--- config.mk ---
export PLATFORM = sky130hd
export DESIGN_NAME = sat_queue
export DESIGN_NICKNAME = d
export VERILOG_FILES = /design/src/rtl/assert_macros.svh /design/src/rtl/sat_pkg.sv /design/src/rtl/sat_queue.sv
export SDC_FILE = /design/constraint.sdc
export NUM_CORES = 1
export LEC_CHECK = 0
export BUFFER_PORTS_ARGS = -buffer_cell sky130_fd_sc_hd__buf_2
export CAP_MARGIN = 25
export CORE_MARGIN = 2
export CORE_UTILIZATION = 30
export CTS_CLUSTER_SIZE = 12
export DETAILED_ROUTE_END_ITERATION = 6
export PLACE_DENSITY_LB_ADDON = 0.05
export SETUP_SLACK_MARGIN = 0.5
export SLEW_MARGIN = 20
export SYNTH_ARGS = -nofsm -noshare
export SYNTH_HDL_FRONTEND = slang
export SYNTH_SLANG_ARGS = --single-unit
--- constraint.sdc ---
create_clock -name clk -period 3.1 [get_ports clk]
set_clock_uncertainty 0.05 [all_clocks]
set_input_delay 0.155 -clock clk [delete_from_list [all_inputs] [get_ports clk]]
set_output_delay 0.155 -clock clk [all_outputs]
set_load 0.01 [all_outputs]
--- src/rtl/assert_macros.svh ---
// assertion macros used by the tag array back end
`ifndef ASSERT_MACROS_SVH
`define ASSERT_MACROS_SVH
`ifndef ASSERT_OFF
`define AST_IMPL(label, clk, rst, a, c) \
  label: assert property (@(posedge clk) disable iff (rst) (a) |-> (c)) \
    else $error("assertion failed");
`define AST_NEXT(label, clk, rst, a, c) \
  label: assert property (@(posedge clk) disable iff (rst) (a) |=> (c)) \
    else $error("assertion failed");
`else
`define AST_IMPL(label, clk, rst, a, c)
`define AST_NEXT(label, clk, rst, a, c)
`endif
`endif

--- src/rtl/sat_pkg.sv ---
// shared types and constants of the tag array
`timescale 1ns / 1ps
package sat_pkg;
  localparam int DEF_MAX_WAYS  = 8;
  localparam int DEF_MAX_SETS  = 512;
  localparam int DEF_LINE_BITS = 32;

  localparam int OP_W     = 2;
  localparam int LINE_W   = 32;
  localparam int SET_W    = 9;
  localparam int SLOT_W   = 12;
  localparam int STAT_W   = 2;
  localparam int WAYS_W   = 4;
  localparam int SETS_W   = 10;
  localparam int CNT_W    = 14;
  localparam int CIDX_W   = 2;
  localparam int QDEPTH   = 2;

  localparam logic [OP_W-1:0] OP_LOOKUP = 2'd0;
  localparam logic [OP_W-1:0] OP_LIST   = 2'd1;
  localparam logic [OP_W-1:0] OP_INSERT = 2'd2;
  localparam logic [OP_W-1:0] OP_INVAL  = 2'd3;

  localparam logic [STAT_W-1:0] ST_OK      = 2'd0;
  localparam logic [STAT_W-1:0] ST_SET_ERR = 2'd1;
  localparam logic [STAT_W-1:0] ST_SLOT_ERR = 2'd2;

  localparam logic [CIDX_W-1:0] REG_WAYS = 2'd0;
  localparam logic [CIDX_W-1:0] REG_SETS = 2'd1;

  typedef struct packed {
    logic [OP_W-1:0]   op;
    logic [LINE_W-1:0] line;
    logic [STAT_W-1:0] status;
    logic [CNT_W-1:0]  slot;
    logic [WAYS_W-1:0] ways;
  } cmd_t;
endpackage

--- src/rtl/sat_queue.sv ---
// two-entry command queue between front and back
`timescale 1ns / 1ps
module sat_queue (
  input  logic          clk,
  input  logic          rst,
  input  logic          push,
  input  sat_pkg::cmd_t push_cmd,
  input  logic          pop,
  output sat_pkg::cmd_t head,
  output logic          full,
  output logic          empty
);
  import sat_pkg::*;

  localparam int PW = (QDEPTH > 1) ? $clog2(QDEPTH) : 1;

  cmd_t            q [QDEPTH];
  logic [PW-1:0]   wptr;
  logic [PW-1:0]   rptr;
  logic [PW:0]     count;

  assign full  = (count == (PW+1)'(QDEPTH));
  assign empty = (count == '0);
  assign head  = q[rptr];

  always_ff @(posedge clk) begin
    if (push) q[wptr] <= push_cmd;
  end

  always_ff @(posedge clk) begin
    if (rst) begin
      wptr  <= '0;
      rptr  <= '0;
      count <= '0;
    end else begin
      if (push) wptr <= (wptr == PW'(QDEPTH-1)) ? '0 : wptr + 1'b1;
      if (pop) rptr <= (rptr == PW'(QDEPTH-1)) ? '0 : rptr + 1'b1;
      count <= count + (PW+1)'(push) - (PW+1)'(pop);
    end
  end
endmodule

==> metrics.cfg <==
[synthesis]
ys_async_sr_fraction_pct=0
synth-seq-cells=113
yosysMostFrequentCell=edfxtp_1
synth_top_flop_cell=edfxtp_1
synth_edf_count=108
syn_nets=249
yosys_warnings=0
synth_top_area_share_pct=74.27
synth_seq_area_share_pct=76.56
yosysTopAreaCell=edfxtp_1
syn_area_um2=4367
synthTopCellsByArea=edfxtp_1, mux2_4, buf_12
ys_types=13
synthCells=189
synthTopCellsByCount=edfxtp_1, mux2_4, buf_12, dfxtp_1, nor2_1
synth.avg_cell_area_um2=23.10

[floorplanning]
fp.dieArea_um2=15540
die_width_um=124.6
die_h_um=124.6
io_pins=114
rows=44
start_util_pct=30.39
core_area_um2=14370

[cts]
clkLatencyLatePin_ps=400
numCtsBuffers=17
clockRootBuffer=clkbuf_16
h-tree-depth=4
cts_tree=yes
clk_transition_reported_paths_ps=50
clock_sinks=113
post_cts_resized=0
cts.path.max_buffers=2

[timing]
fin_crit_sh_pct=69.06
tns_ps=0
setup_viol=0
slew_violations=0
slew_headroom_pct=53.01
hold_violations=0
fmaxAchievable_mhz=467.1
whs_ps=421.0
worst_slew_pin_slew_ps=703.3
fin_crit_ps=2141
rsz0062_at_grt=false
worst_slack_ps=959.0

[flow_run]
cap_violations=0

[power]
p_comb_share_pct=12.5
power.switching_w=0.0008496
peakVddDrop_v=0.0002631
swShare_pct=21.77
internal-power_w=0.003054
pwr-share-seq_pct=46.9
p_clk_share_pct=40.6
total_leakage_power_nw=2.470
power.density_nw_per_um2=630.6

[min_path]
hp-class=input port to flip-flop

[placement]
placedCellCount=483
io_buffers=113
place_area_um2=5124
gp_congestion=0.6351
pre_cts_ws_ps=1347

[layout]
nNetsFinal=436
area_growth_pct=41.75
final_cells=572
antenna_cells=0
design_area_um2=6190
drive_gt1_share_pct=50.52
nFillCells=1318

[global_route]
grt_pass1_vias=2522
grt_pass1_wl_um=13090
grt_overflow=0
grt_max_degree=35
antenna_found_initial=0
track_usage_pct=11.36

[detailed_routing]
drc=0
ant_nets=0
drt-pass1-iter-count=4
wl_um=8360
viasPerCell=4.124
vias=2359
drt_iter0_markers=81
wl_per_cell_um=14.62

[setup_path]
cp_data_arrival_time_ps=1940
crit_slowest_cell=dfxtp_4
crit_fanout=31
path_cells=buf_12 > mux2_2 > buf_2
end_kind=primary output
cp-start-kind=flip-flop
cp_data_required_time_ps=2890
critPathMaxStageDelay_ps=670
path_class=flip-flop to primary output

[status]
outcome=finished, final reports clean

[metrics by stage]
step	total power (W)	utilization, %
3_5_place_dp	0.002305	35.66
5_1_grt	0.004073	43.08
4_1_cts	0.003967	43.08
3_3_place_gp	0.002298	35.66
6_report	0.003903	43.08
2_1_floorplan	0.002140	-
[flip-flops by register name (all words and copies together) (netlist names), named ones only]
name	cells
count	2
q	108
rptr	1
wptr	1
[power groups by stage]
stage	sequential, W	combinational, W	clock, W
after global routing	0.00184	0.000531	0.00170
after global placement	0.00186	0.000440	0
final	0.00183	0.000489	0.00158
after floorplan	0.00184	0.000303	0
after detailed placement	0.00186	0.000443	0
after CTS	0.00183	0.000503	0.00163
[cells in the final DEF (no fill, tap or decap)]
cell type	n
nor2b_1	2
buf_12	3
mux2_2	4
clkbuf_1	3
dfxtp_4	1
clkbuf_16	17
dlygate4sd3_1	58
ha_1	2
xnor2_1	2
edfxtp_1	108
mux2_4	50
buf_2	113
inv_1	2
dfxtp_1	4
clkinv_1	5
and2_2	1
xnor3_1	1
nor2b_4	1
nor2_1	5
clkinv_2	6
[final cells by class]
| cell class | count | area, µm² | area share, % |
|---|---|---|---|
| tap | 184 | 230.2 | 3.719 |
| sequential | 113 | 3347 | 54.07 |
| inverter | 2 | 7.507 | 0.1213 |
| clock inverter | 11 | 48.80 | 0.7884 |
| multi-input combinational | 68 | 913.4 | 14.76 |
| timing repair buffer | 174 | 1206 | 19.49 |
| clock buffer | 20 | 436.7 | 7.055 |
[path summary, 6_finish.rpt]
path	startpoint	to	slack, ps	cells past startpoint
setup / recovery	flip-flop	head[42]	960	3
hold / removal	push_cmd[25]	q[1][25]$_DFFE_PP_	420	2
setup reg to reg	wptr$_SDFFE_PP0P_	q[1][21]$_DFFE_PP_	1430	2
hold reg to reg	rptr$_SDFFE_PP0P_	rptr$_SDFFE_PP0P_	470	2
[per-layer routing]
layer | vias to the layer above | GRT usage [%] | share of wire (%)
li1 | 1120 | - | -
met1 | 1150 | 13.69 | 46
met2 | 74 | 17.74 | 47
met3 | 15 | 4.253 | 5.2
met4 | 0 | 5.948 | 2.3
met5 | - | 0 | 0
[critical path, delay by kind of cell, from the launching register on]
family | cells | cell delay [ps]
buf+inv | 2 | 450
mux | 1 | 370
flops | 1 | 670
[what timing repair did]
action,CTS,global route
hold buffers,58,0
hold endpoints to repair,113,0
setup endpoints to repair,0,0
setup buffers,0,0
[cells by family (layout without fill, tap and decap cells)]
group / Yosys count / count (layout) / share of synthesized area (%)
muxes: 54 / 54 / 18.22
DFF: 113 / 113 / 76.56
xor gates and xnor gates: 3 / 3 / 0.9169
adders and majority gates: 2 / 2 / 0.5730
and+or+nand+nor: 9 / 9 / 1.003
buffers and inverters: 8 / 207 / 2.722
Note: power is estimated with default switching activity, not from simulation.
