==> src/rtl/assert_macros.svh <==
// assertion macros used by the tag array back end
`ifndef ASSERT_MACROS_SVH
`define ASSERT_MACROS_SVH
`ifndef ASSERT_OFF
`define AST_IMPL(label, clk, rst, a, c) \
  label: assert property (@(posedge clk) disable iff (rst) (a) |-> (c)) \
    else $error("assertion failed");
`define AST_NEXT(label, clk, rst, a, c) \
  label: assert property (@(posedge clk) disable iff (rst) (a) |=> (c)) \
    else $error("assertion failed");
`else
`define AST_IMPL(label, clk, rst, a, c)
`define AST_NEXT(label, clk, rst, a, c)
`endif
`endif

==> src/rtl/sat_pkg.sv <==
// shared types and constants of the tag array
`timescale 1ns / 1ps
package sat_pkg;
  localparam int DEF_MAX_WAYS  = 8;
  localparam int DEF_MAX_SETS  = 512;
  localparam int DEF_LINE_BITS = 32;

  localparam int OP_W     = 2;
  localparam int LINE_W   = 32;
  localparam int SET_W    = 9;
  localparam int SLOT_W   = 12;
  localparam int STAT_W   = 2;
  localparam int WAYS_W   = 4;
  localparam int SETS_W   = 10;
  localparam int CNT_W    = 14;
  localparam int CIDX_W   = 2;
  localparam int QDEPTH   = 2;

  localparam logic [OP_W-1:0] OP_LOOKUP = 2'd0;
  localparam logic [OP_W-1:0] OP_LIST   = 2'd1;
  localparam logic [OP_W-1:0] OP_INSERT = 2'd2;
  localparam logic [OP_W-1:0] OP_INVAL  = 2'd3;

  localparam logic [STAT_W-1:0] ST_OK      = 2'd0;
  localparam logic [STAT_W-1:0] ST_SET_ERR = 2'd1;
  localparam logic [STAT_W-1:0] ST_SLOT_ERR = 2'd2;

  localparam logic [CIDX_W-1:0] REG_WAYS = 2'd0;
  localparam logic [CIDX_W-1:0] REG_SETS = 2'd1;

  typedef struct packed {
    logic [OP_W-1:0]   op;
    logic [LINE_W-1:0] line;
    logic [STAT_W-1:0] status;
    logic [CNT_W-1:0]  slot;
    logic [WAYS_W-1:0] ways;
  } cmd_t;
endpackage

==> src/rtl/sat_front.sv <==
// front end: configuration registers and command classification
`timescale 1ns / 1ps
module sat_front #(
  parameter int MAX_WAYS = sat_pkg::DEF_MAX_WAYS,
  parameter int MAX_SETS = sat_pkg::DEF_MAX_SETS
) (
  input  logic                        clk,
  input  logic                        rst,
  input  logic                        cfg_valid,
  input  logic [sat_pkg::CIDX_W-1:0]  cfg_index,
  input  logic [sat_pkg::SETS_W-1:0]  cfg_data,
  input  logic [sat_pkg::OP_W-1:0]    op,
  input  logic [sat_pkg::LINE_W-1:0]  line_id,
  input  logic [sat_pkg::SET_W-1:0]   set_number,
  input  logic [sat_pkg::SLOT_W-1:0]  slot_number,
  output sat_pkg::cmd_t               cmd
);
  import sat_pkg::*;

  logic [WAYS_W-1:0] ways_reg;
  logic [SETS_W-1:0] sets_reg;
  logic [WAYS_W-1:0] ways_e;
  logic [SETS_W-1:0] sets_e;
  logic [CNT_W-1:0]  total;
  logic [CNT_W-1:0]  base;

  always_ff @(posedge clk) begin
    if (rst) begin
      ways_reg <= WAYS_W'(8);
      sets_reg <= SETS_W'(512);
    end else if (cfg_valid) begin
      if (cfg_index == REG_WAYS) ways_reg <= cfg_data[WAYS_W-1:0];
      else if (cfg_index == REG_SETS) sets_reg <= cfg_data;
    end
  end

  always_comb begin
    if (ways_reg == '0) ways_e = WAYS_W'(1);
    else if (int'(ways_reg) > MAX_WAYS) ways_e = WAYS_W'(MAX_WAYS);
    else ways_e = ways_reg;
    if (sets_reg == '0) sets_e = SETS_W'(1);
    else if (int'(sets_reg) > MAX_SETS) sets_e = SETS_W'(MAX_SETS);
    else sets_e = sets_reg;
    total = CNT_W'(ways_e) * CNT_W'(sets_e);
    base  = CNT_W'(set_number) * CNT_W'(ways_e);

    cmd.op   = op;
    cmd.line = line_id;
    cmd.ways = ways_e;
    if (op == OP_LOOKUP || op == OP_LIST) begin
      cmd.slot   = base;
      cmd.status = (SETS_W'(set_number) >= sets_e) ? ST_SET_ERR : ST_OK;
    end else begin
      cmd.slot   = CNT_W'(slot_number);
      cmd.status = (CNT_W'(slot_number) >= total) ? ST_SLOT_ERR : ST_OK;
    end
  end
endmodule

==> config.mk <==
export PLATFORM = sky130hd
export DESIGN_NAME = sat_front
export DESIGN_NICKNAME = d
export VERILOG_FILES = /design/src/rtl/assert_macros.svh /design/src/rtl/sat_pkg.sv /design/src/rtl/sat_front.sv
export SDC_FILE = /design/constraint.sdc
export NUM_CORES = 1
export LEC_CHECK = 0
export BUFFER_PORTS_ARGS = -buffer_cell sky130_fd_sc_hd__buf_2
export CORE_MARGIN = 2
export CORE_UTILIZATION = 44
export DETAILED_ROUTE_END_ITERATION = 12
export GPL_TIMING_DRIVEN = 0
export PLACE_DENSITY_LB_ADDON = 0.2
export SETUP_SLACK_MARGIN = 0.5
export SYNTH_ARGS = -nofsm -noshare
export SYNTH_HDL_FRONTEND = slang
export SYNTH_SLANG_ARGS = --single-unit
==> constraint.sdc <==
create_clock -name clk -period 12.4 [get_ports clk]
set_input_delay 1.24 -clock clk [delete_from_list [all_inputs] [get_ports clk]]
set_output_delay 1.24 -clock clk [all_outputs]
set_load 0.02 [all_outputs]
==> impl_metrics.ini, run 1 <==
[run_status]
status = finished clean

[yosys]
syn_inst = 465
async_flop_share_pct = 0
synth_fp_nets = 621
ys_seq_area_share_pct = 7.76
synth_ff_type = dfxtp_1
synth_area_um2 = 3610
synth_edf_count = 0
synth_cell_types = 47
avgSynthCellArea_um2 = 7.76
yosys_warnings = 0
ys_ff_latch = 14

[clock_tree]
cts_resized = 0
cts_tree = yes
cts.htree.levels = 1
clk_latency_ps = 240
numCtsBuffers = 3
clk_path_buf_depth = 2
clockRootBuffer = clkbuf_8
cts_setup_buffers = 0
clk_pin_slew_ps = 60
clock_sink_count = 14
hold_buffers = 0

[drt]
vias = 3285
via_per_inst = 4.96
dr.first_iter.drc_count = 111
finalWirelength_um = 8560
wl_per_cell_um = 12.9
antenna_left = 0
drc = 0
first_pass_iters = 4

[timing]
relSlewSlack_pct = 60.6
worst_slack_ps = 5890
setup_viol = 0
rsz0062_at_grt = no
clock-skew-final_ps = 0
hold_viol = 0
fin_crit_sh_pct = 52.5
fmax_ghz = 0.154
fin_setup_tns_ps = 0
slew_violations = 0
worst_pin_slew_ps = 592
post-route-min-period_ps = 6510

[final_layout]
regArea_um2 = 280
final_common_cell = buf_2
area_growth_pct = 17.4
final_cell_mix = buf_2 (89), nor2_1 (60), ha_1 (56)
fin_cells = 662
fillers = 799
largest_register_ffs = 10
antennaDiodeCount = 0
multi_input_area_um2 = 2810
layout-drive-gt1-share_pct = 25.9
final_core_util_pct = 52.3
final_nets = 714

[setup_path]
crit_type = register to output port
crit_start = sets_reg[9]
r2r_start = ways_reg[3]
crit_slowest_cell = fa_1
critPathBufInv = 4
path_common_cell = nor2_1
critical_path.cell_chain = clkbuf_1, nand2_1, nand2_1, nor2_1, fa_1, inv_1, fa_1, inv_1, ha_1, nor2b_1, o31a_1, o21a_1, nor2_1, xor2_1, ha_1, nand4_1, nor2_1, o21ai_0, o21ai_0, o2111ai_1, nor4_2, buf_2
startpoint_type = register
arrival_ps = 5270
cp.depth = 22
cp_max_fo = 10
cp.required_ps = 11160
critPathMaxStageDelay_ps = 550
critPathTopFamily = adder cells
end_kind = output port
rr_worst_depth = 4

[floorplanning]
fp-row-count = 33
fp.dieH_um = 94.6
pin_count = 124
initial_core_util_pct = 44.6
dieArea_um2 = 8940
core-area_um2 = 8090
dieWidth_um = 94.6

[global_route]
grt_start_max_net_pins = 11
grt_pass1_wl_um = 13900
antenna_found_initial = 0
grt_usage_pct = 19.2
grt_overflow = 0
grt_pass1_vias = 3039

[placement]
place_worst_setup_slack_ps = 6070
dp_cells = 658
dp_hpwl_um = 7400
place_congestion = 0.832
port_buffers = 88

[power_and_ir_drop]
power.total_uw = 182
peakVddDrop_uv = 76.9
power.density_nw_per_um2 = 42.9
p_leak_nw = 2.26

[hold_path]
min_path_type = register to register
hold_path_depth = 2
min_from = ways_reg[0]

[run]
cap_violations = 0
-- worst register-to-register path: cells and delay by family (launching register included) --
family / cells / cell delay (ps)
buffers and inverters: 2 / 530
and+or+nand+nor: 1 / 100
AOI/OAI and AO/OA: 1 / 270
DFF: 1 / 330
-- metal layers --
layer,vias up,part of all wire (%),track usage [%]
met5,-,0,0
met4,0,0.37,2.42
met3,4,5.3,0.798
met2,99,46,34.6
met1,1508,48,26.3
li1,1674,-,-
-- layout make-up --
class	count	area share, %
Multi-Input combinational cell	348	66.3
Timing Repair Buffer	88	10.4
Buffer	47	7.29
Sequential cell	14	6.62
Inverter	56	4.96
Tap cell	105	3.10
Clock buffer	4	1.30
-- cell usage after synthesis, types with 2 or more instances --
library cell	count	share of area, %
nor2_1	60	6.2
ha_1	56	19
inv_1	53	5.5
nand2_1	44	4.6
buf_4	35	7.3
fa_1	30	17
o21ai_0	22	3.1
a21oi_1	19	2.6
and2_1	14	2.4
dfxtp_1	14	7.8
mux2i_1	12	3.3
clkbuf_1	11	1.1
nand2b_1	11	1.9
a21o_1	9	1.9
xnor2_1	8	1.9
xor2_1	8	1.9
o21a_1	5	1.0
nor3_1	4	0.55
o21ai_1	4	0.55
o21bai_1	4	0.83
or2_2	4	0.69
a211o_1	3	0.73
clkinv_1	3	0.31
mux2_2	3	0.94
a211oi_2	2	0.69
nor2b_1	2	0.35
nor3b_1	2	0.42
nor4_1	2	0.35
o2111ai_1	2	0.49
o31ai_1	2	0.42
-- power breakdown --
group / total [mW] / leakage, nW / switching [mW] / internal, mW
clock network: 0.0433 / 0.0288 / 0.0152 / 0.0281
registers: 0.0481 / 0.114 / 0.00138 / 0.0467
logic: 0.0903 / 2.12 / 0.0520 / 0.0383
total: 0.182 / 2.26 / 0.0686 / 0.113
-- kinds of logic after synthesis --
logic type / synth area share [%]
other: 0.104
adder cells (fa/ha/maj): 36.0
AND/OR/NAND/NOR: 19.2
AO/OA/AOI/OAI: 14.4
flip-flops: 7.76
multiplexers: 4.26
XOR/XNOR: 3.88
buffers and inverters: 14.4
-- through the flow --
stage                     instance area (um2)  hold WS [ps]
after floorplan                          3610           455
after global placement                   4180           479
after detailed placement                 4180           497
after CTS                                4240           514
after global routing                     4240           538
final                                    4240           511
-- worst paths after layout --
| path | to | slack [ps] |
|---|---|---|
| max | cmd[19] | 5890 |
| min | ways_reg[0] | 510 |
| max reg2reg | ways_reg[3] | 11060 |
| min reg2reg | ways_reg[0] | 510 |
No activity file was read; power rests on OpenSTA's default activity.
==> run 2: changes to the inputs <==
==> constraint.sdc (replaced) <==
create_clock -name clk -period 6.75 [get_ports clk]
set_input_delay 0.675 -clock clk [delete_from_list [all_inputs] [get_ports clk]]
set_output_delay 0.675 -clock clk [all_outputs]
set_load 0.02 [all_outputs]
==> run 2 against run 1 <==
Effect of this change: via count about the same; critical path depth unchanged; setup slack got worse by 4900 ps; clock-buffer cell count did not move; non-clock buffer count did not move; combinational power is 84% higher; wire length hardly changed; first-iteration DRC count increased by 0.90%; register-to-register slack got worse by 5700 ps.
==> impl_metrics.ini, run 2 (synthesis results as in run 1) <==
[floorplanning]
dieWidth_um = 94.6
initial_core_util_pct = 44.6
fp-row-count = 33
fp.dieH_um = 94.6
core-area_um2 = 8090
dieArea_um2 = 8940
pin_count = 124

[clock_tree]
hold_buffers = 0
cts_resized = 0
cts.htree.levels = 1
clockRootBuffer = clkbuf_8
clk_latency_ps = 240
clk_pin_slew_ps = 60
cts_setup_buffers = 0
numCtsBuffers = 3
clk_path_buf_depth = 2
cts_tree = yes
clock_sink_count = 14

[placement]
dp_hpwl_um = 7400
place_congestion = 0.832
port_buffers = 88
placed_area_um2 = 4180

[global_route]
grt_overflow = 0
grt_pass1_wl_um = 13900
antenna_found_initial = 0
grt_usage_pct = 19.2
grt_start_max_net_pins = 11
grt_pass1_vias = 3039

[setup_path]
rr_worst_depth = 4
end_kind = output port
crit_type = register to output port
rrSetupSlack_ps = 5410
cp.required_ps = 6070
critPathBufInv = 5
critPathTopFamily = adder cells
startpoint_type = register
arrival_ps = 5130
r2r_start = ways_reg[3]
critical_path.cell_chain = inv_1, nand2_1, clkbuf_1, nor2_1, fa_1, inv_1, fa_1, inv_1, ha_1, nor2b_1, o31a_1, o21a_1, nor2_1, xor2_1, ha_1, nand4_1, nor2_1, o21ai_0, o21ai_0, o2111ai_1, nor4_2, buf_2
worstReg2RegEnd = ways_reg[3]
critPathMaxStageDelay_ps = 520
cp_max_fo = 10
crit_slowest_cell = fa_1

[hold_path]
hold_path_depth = 2
min_from = ways_reg[0]
min_path_type = register to register
whs_endpoint = ways_reg[0]

[final_layout]
multi_input_area_um2 = 2820
area_growth_pct = 17.6
design_area_um2 = 4240
regArea_um2 = 280
layout-drive-gt1-share_pct = 26.2
final_common_cell = buf_2
antennaDiodeCount = 0
final_nets = 714
final_cell_mix = buf_2 (89), nor2_1 (60), ha_1 (56)
fillers = 799
largest_register_ffs = 10

[drt]
dr.first_iter.drc_count = 112
antenna_left = 0
first_pass_iters = 4
wl_per_cell_um = 12.9
finalWirelength_um = 8560
drc = 0
via_per_inst = 4.96
vias = 3283

[timing]
slew_violations = 0
fin_crit_sh_pct = 86.1
rsz0062_at_grt = no
clock-skew-final_ps = 0
worst_hold_slack_ps = 511
fmax_ghz = 0.172
worst_pin_slew_ps = 591
post-route-min-period_ps = 5810
hold_viol = 0
fin_setup_tns_ps = 0
setup_viol = 0
relSlewSlack_pct = 60.6

[run]
cap_violations = 0

[run_status]
status = finished clean

[power_and_ir_drop]
peakVddDrop_uv = 142
p_leak_nw = 2.27
power.density_nw_per_um2 = 78.8
-- run 2: worst max-delay path by stage --
stage                      startpoint  slack [ps]  cells past startpoint  endpoint
after global placement    sets_reg[9]         980                     22   cmd[19]
final                     ways_reg[3]         940                     22   cmd[19]
after global routing      sets_reg[7]         530                     22   cmd[19]
after detailed placement  sets_reg[9]         980                     22   cmd[19]
after CTS                 sets_reg[9]         700                     22   cmd[19]
after floorplan           sets_reg[9]        1610                     21   cmd[19]
-- run 2: report_power, final --
group | internal, mW | total [mW] | leakage (nW) | switching, mW
combinational | 0.0707 | 0.166 | 2.12 | 0.0956
sequential | 0.0858 | 0.0884 | 0.114 | 0.00265
clock | 0.0516 | 0.0797 | 0.0288 | 0.0281
total | 0.208 | 0.334 | 2.27 | 0.126
-- run 2: area by class of cell --
type | count | share of cell area, %
multi-input combinational | 348 | 66.4
timing repair buffer | 88 | 10.4
buffer | 47 | 7.31
sequential | 14 | 6.60
inverter | 56 | 4.95
tap | 105 | 3.10
clock buffer | 4 | 1.30
-- run 2: metal layers --
metal | track usage [%] | part of all wire [%] | vias up
met2 | 34.6 | 46 | 100
met1 | 26.3 | 48 | 1505
met5 | 0 | 0 | -
met3 | 0.798 | 5.3 | 4
met4 | 2.42 | 0.37 | 0
li1 | - | - | 1674
-- run 2: stage by stage --
stage                     utilization [%]  instances  total power, mW  setup WS, ps
after detailed placement             51.7        658            0.256           984
after global routing                 52.4        662            0.358           530
final                                52.4        662            0.334           942
after global placement               51.7        658            0.253           979
after CTS                            52.3        662            0.337           703
after floorplan                         -        465            0.203          1610
-- run 2: worst register-to-register path, cell delays in order, from the launching register on --
cell and delay [ps]:
dfxtp_1 330, inv_1 100, clkbuf_1 440, nor2_1 100, a211o_1 270
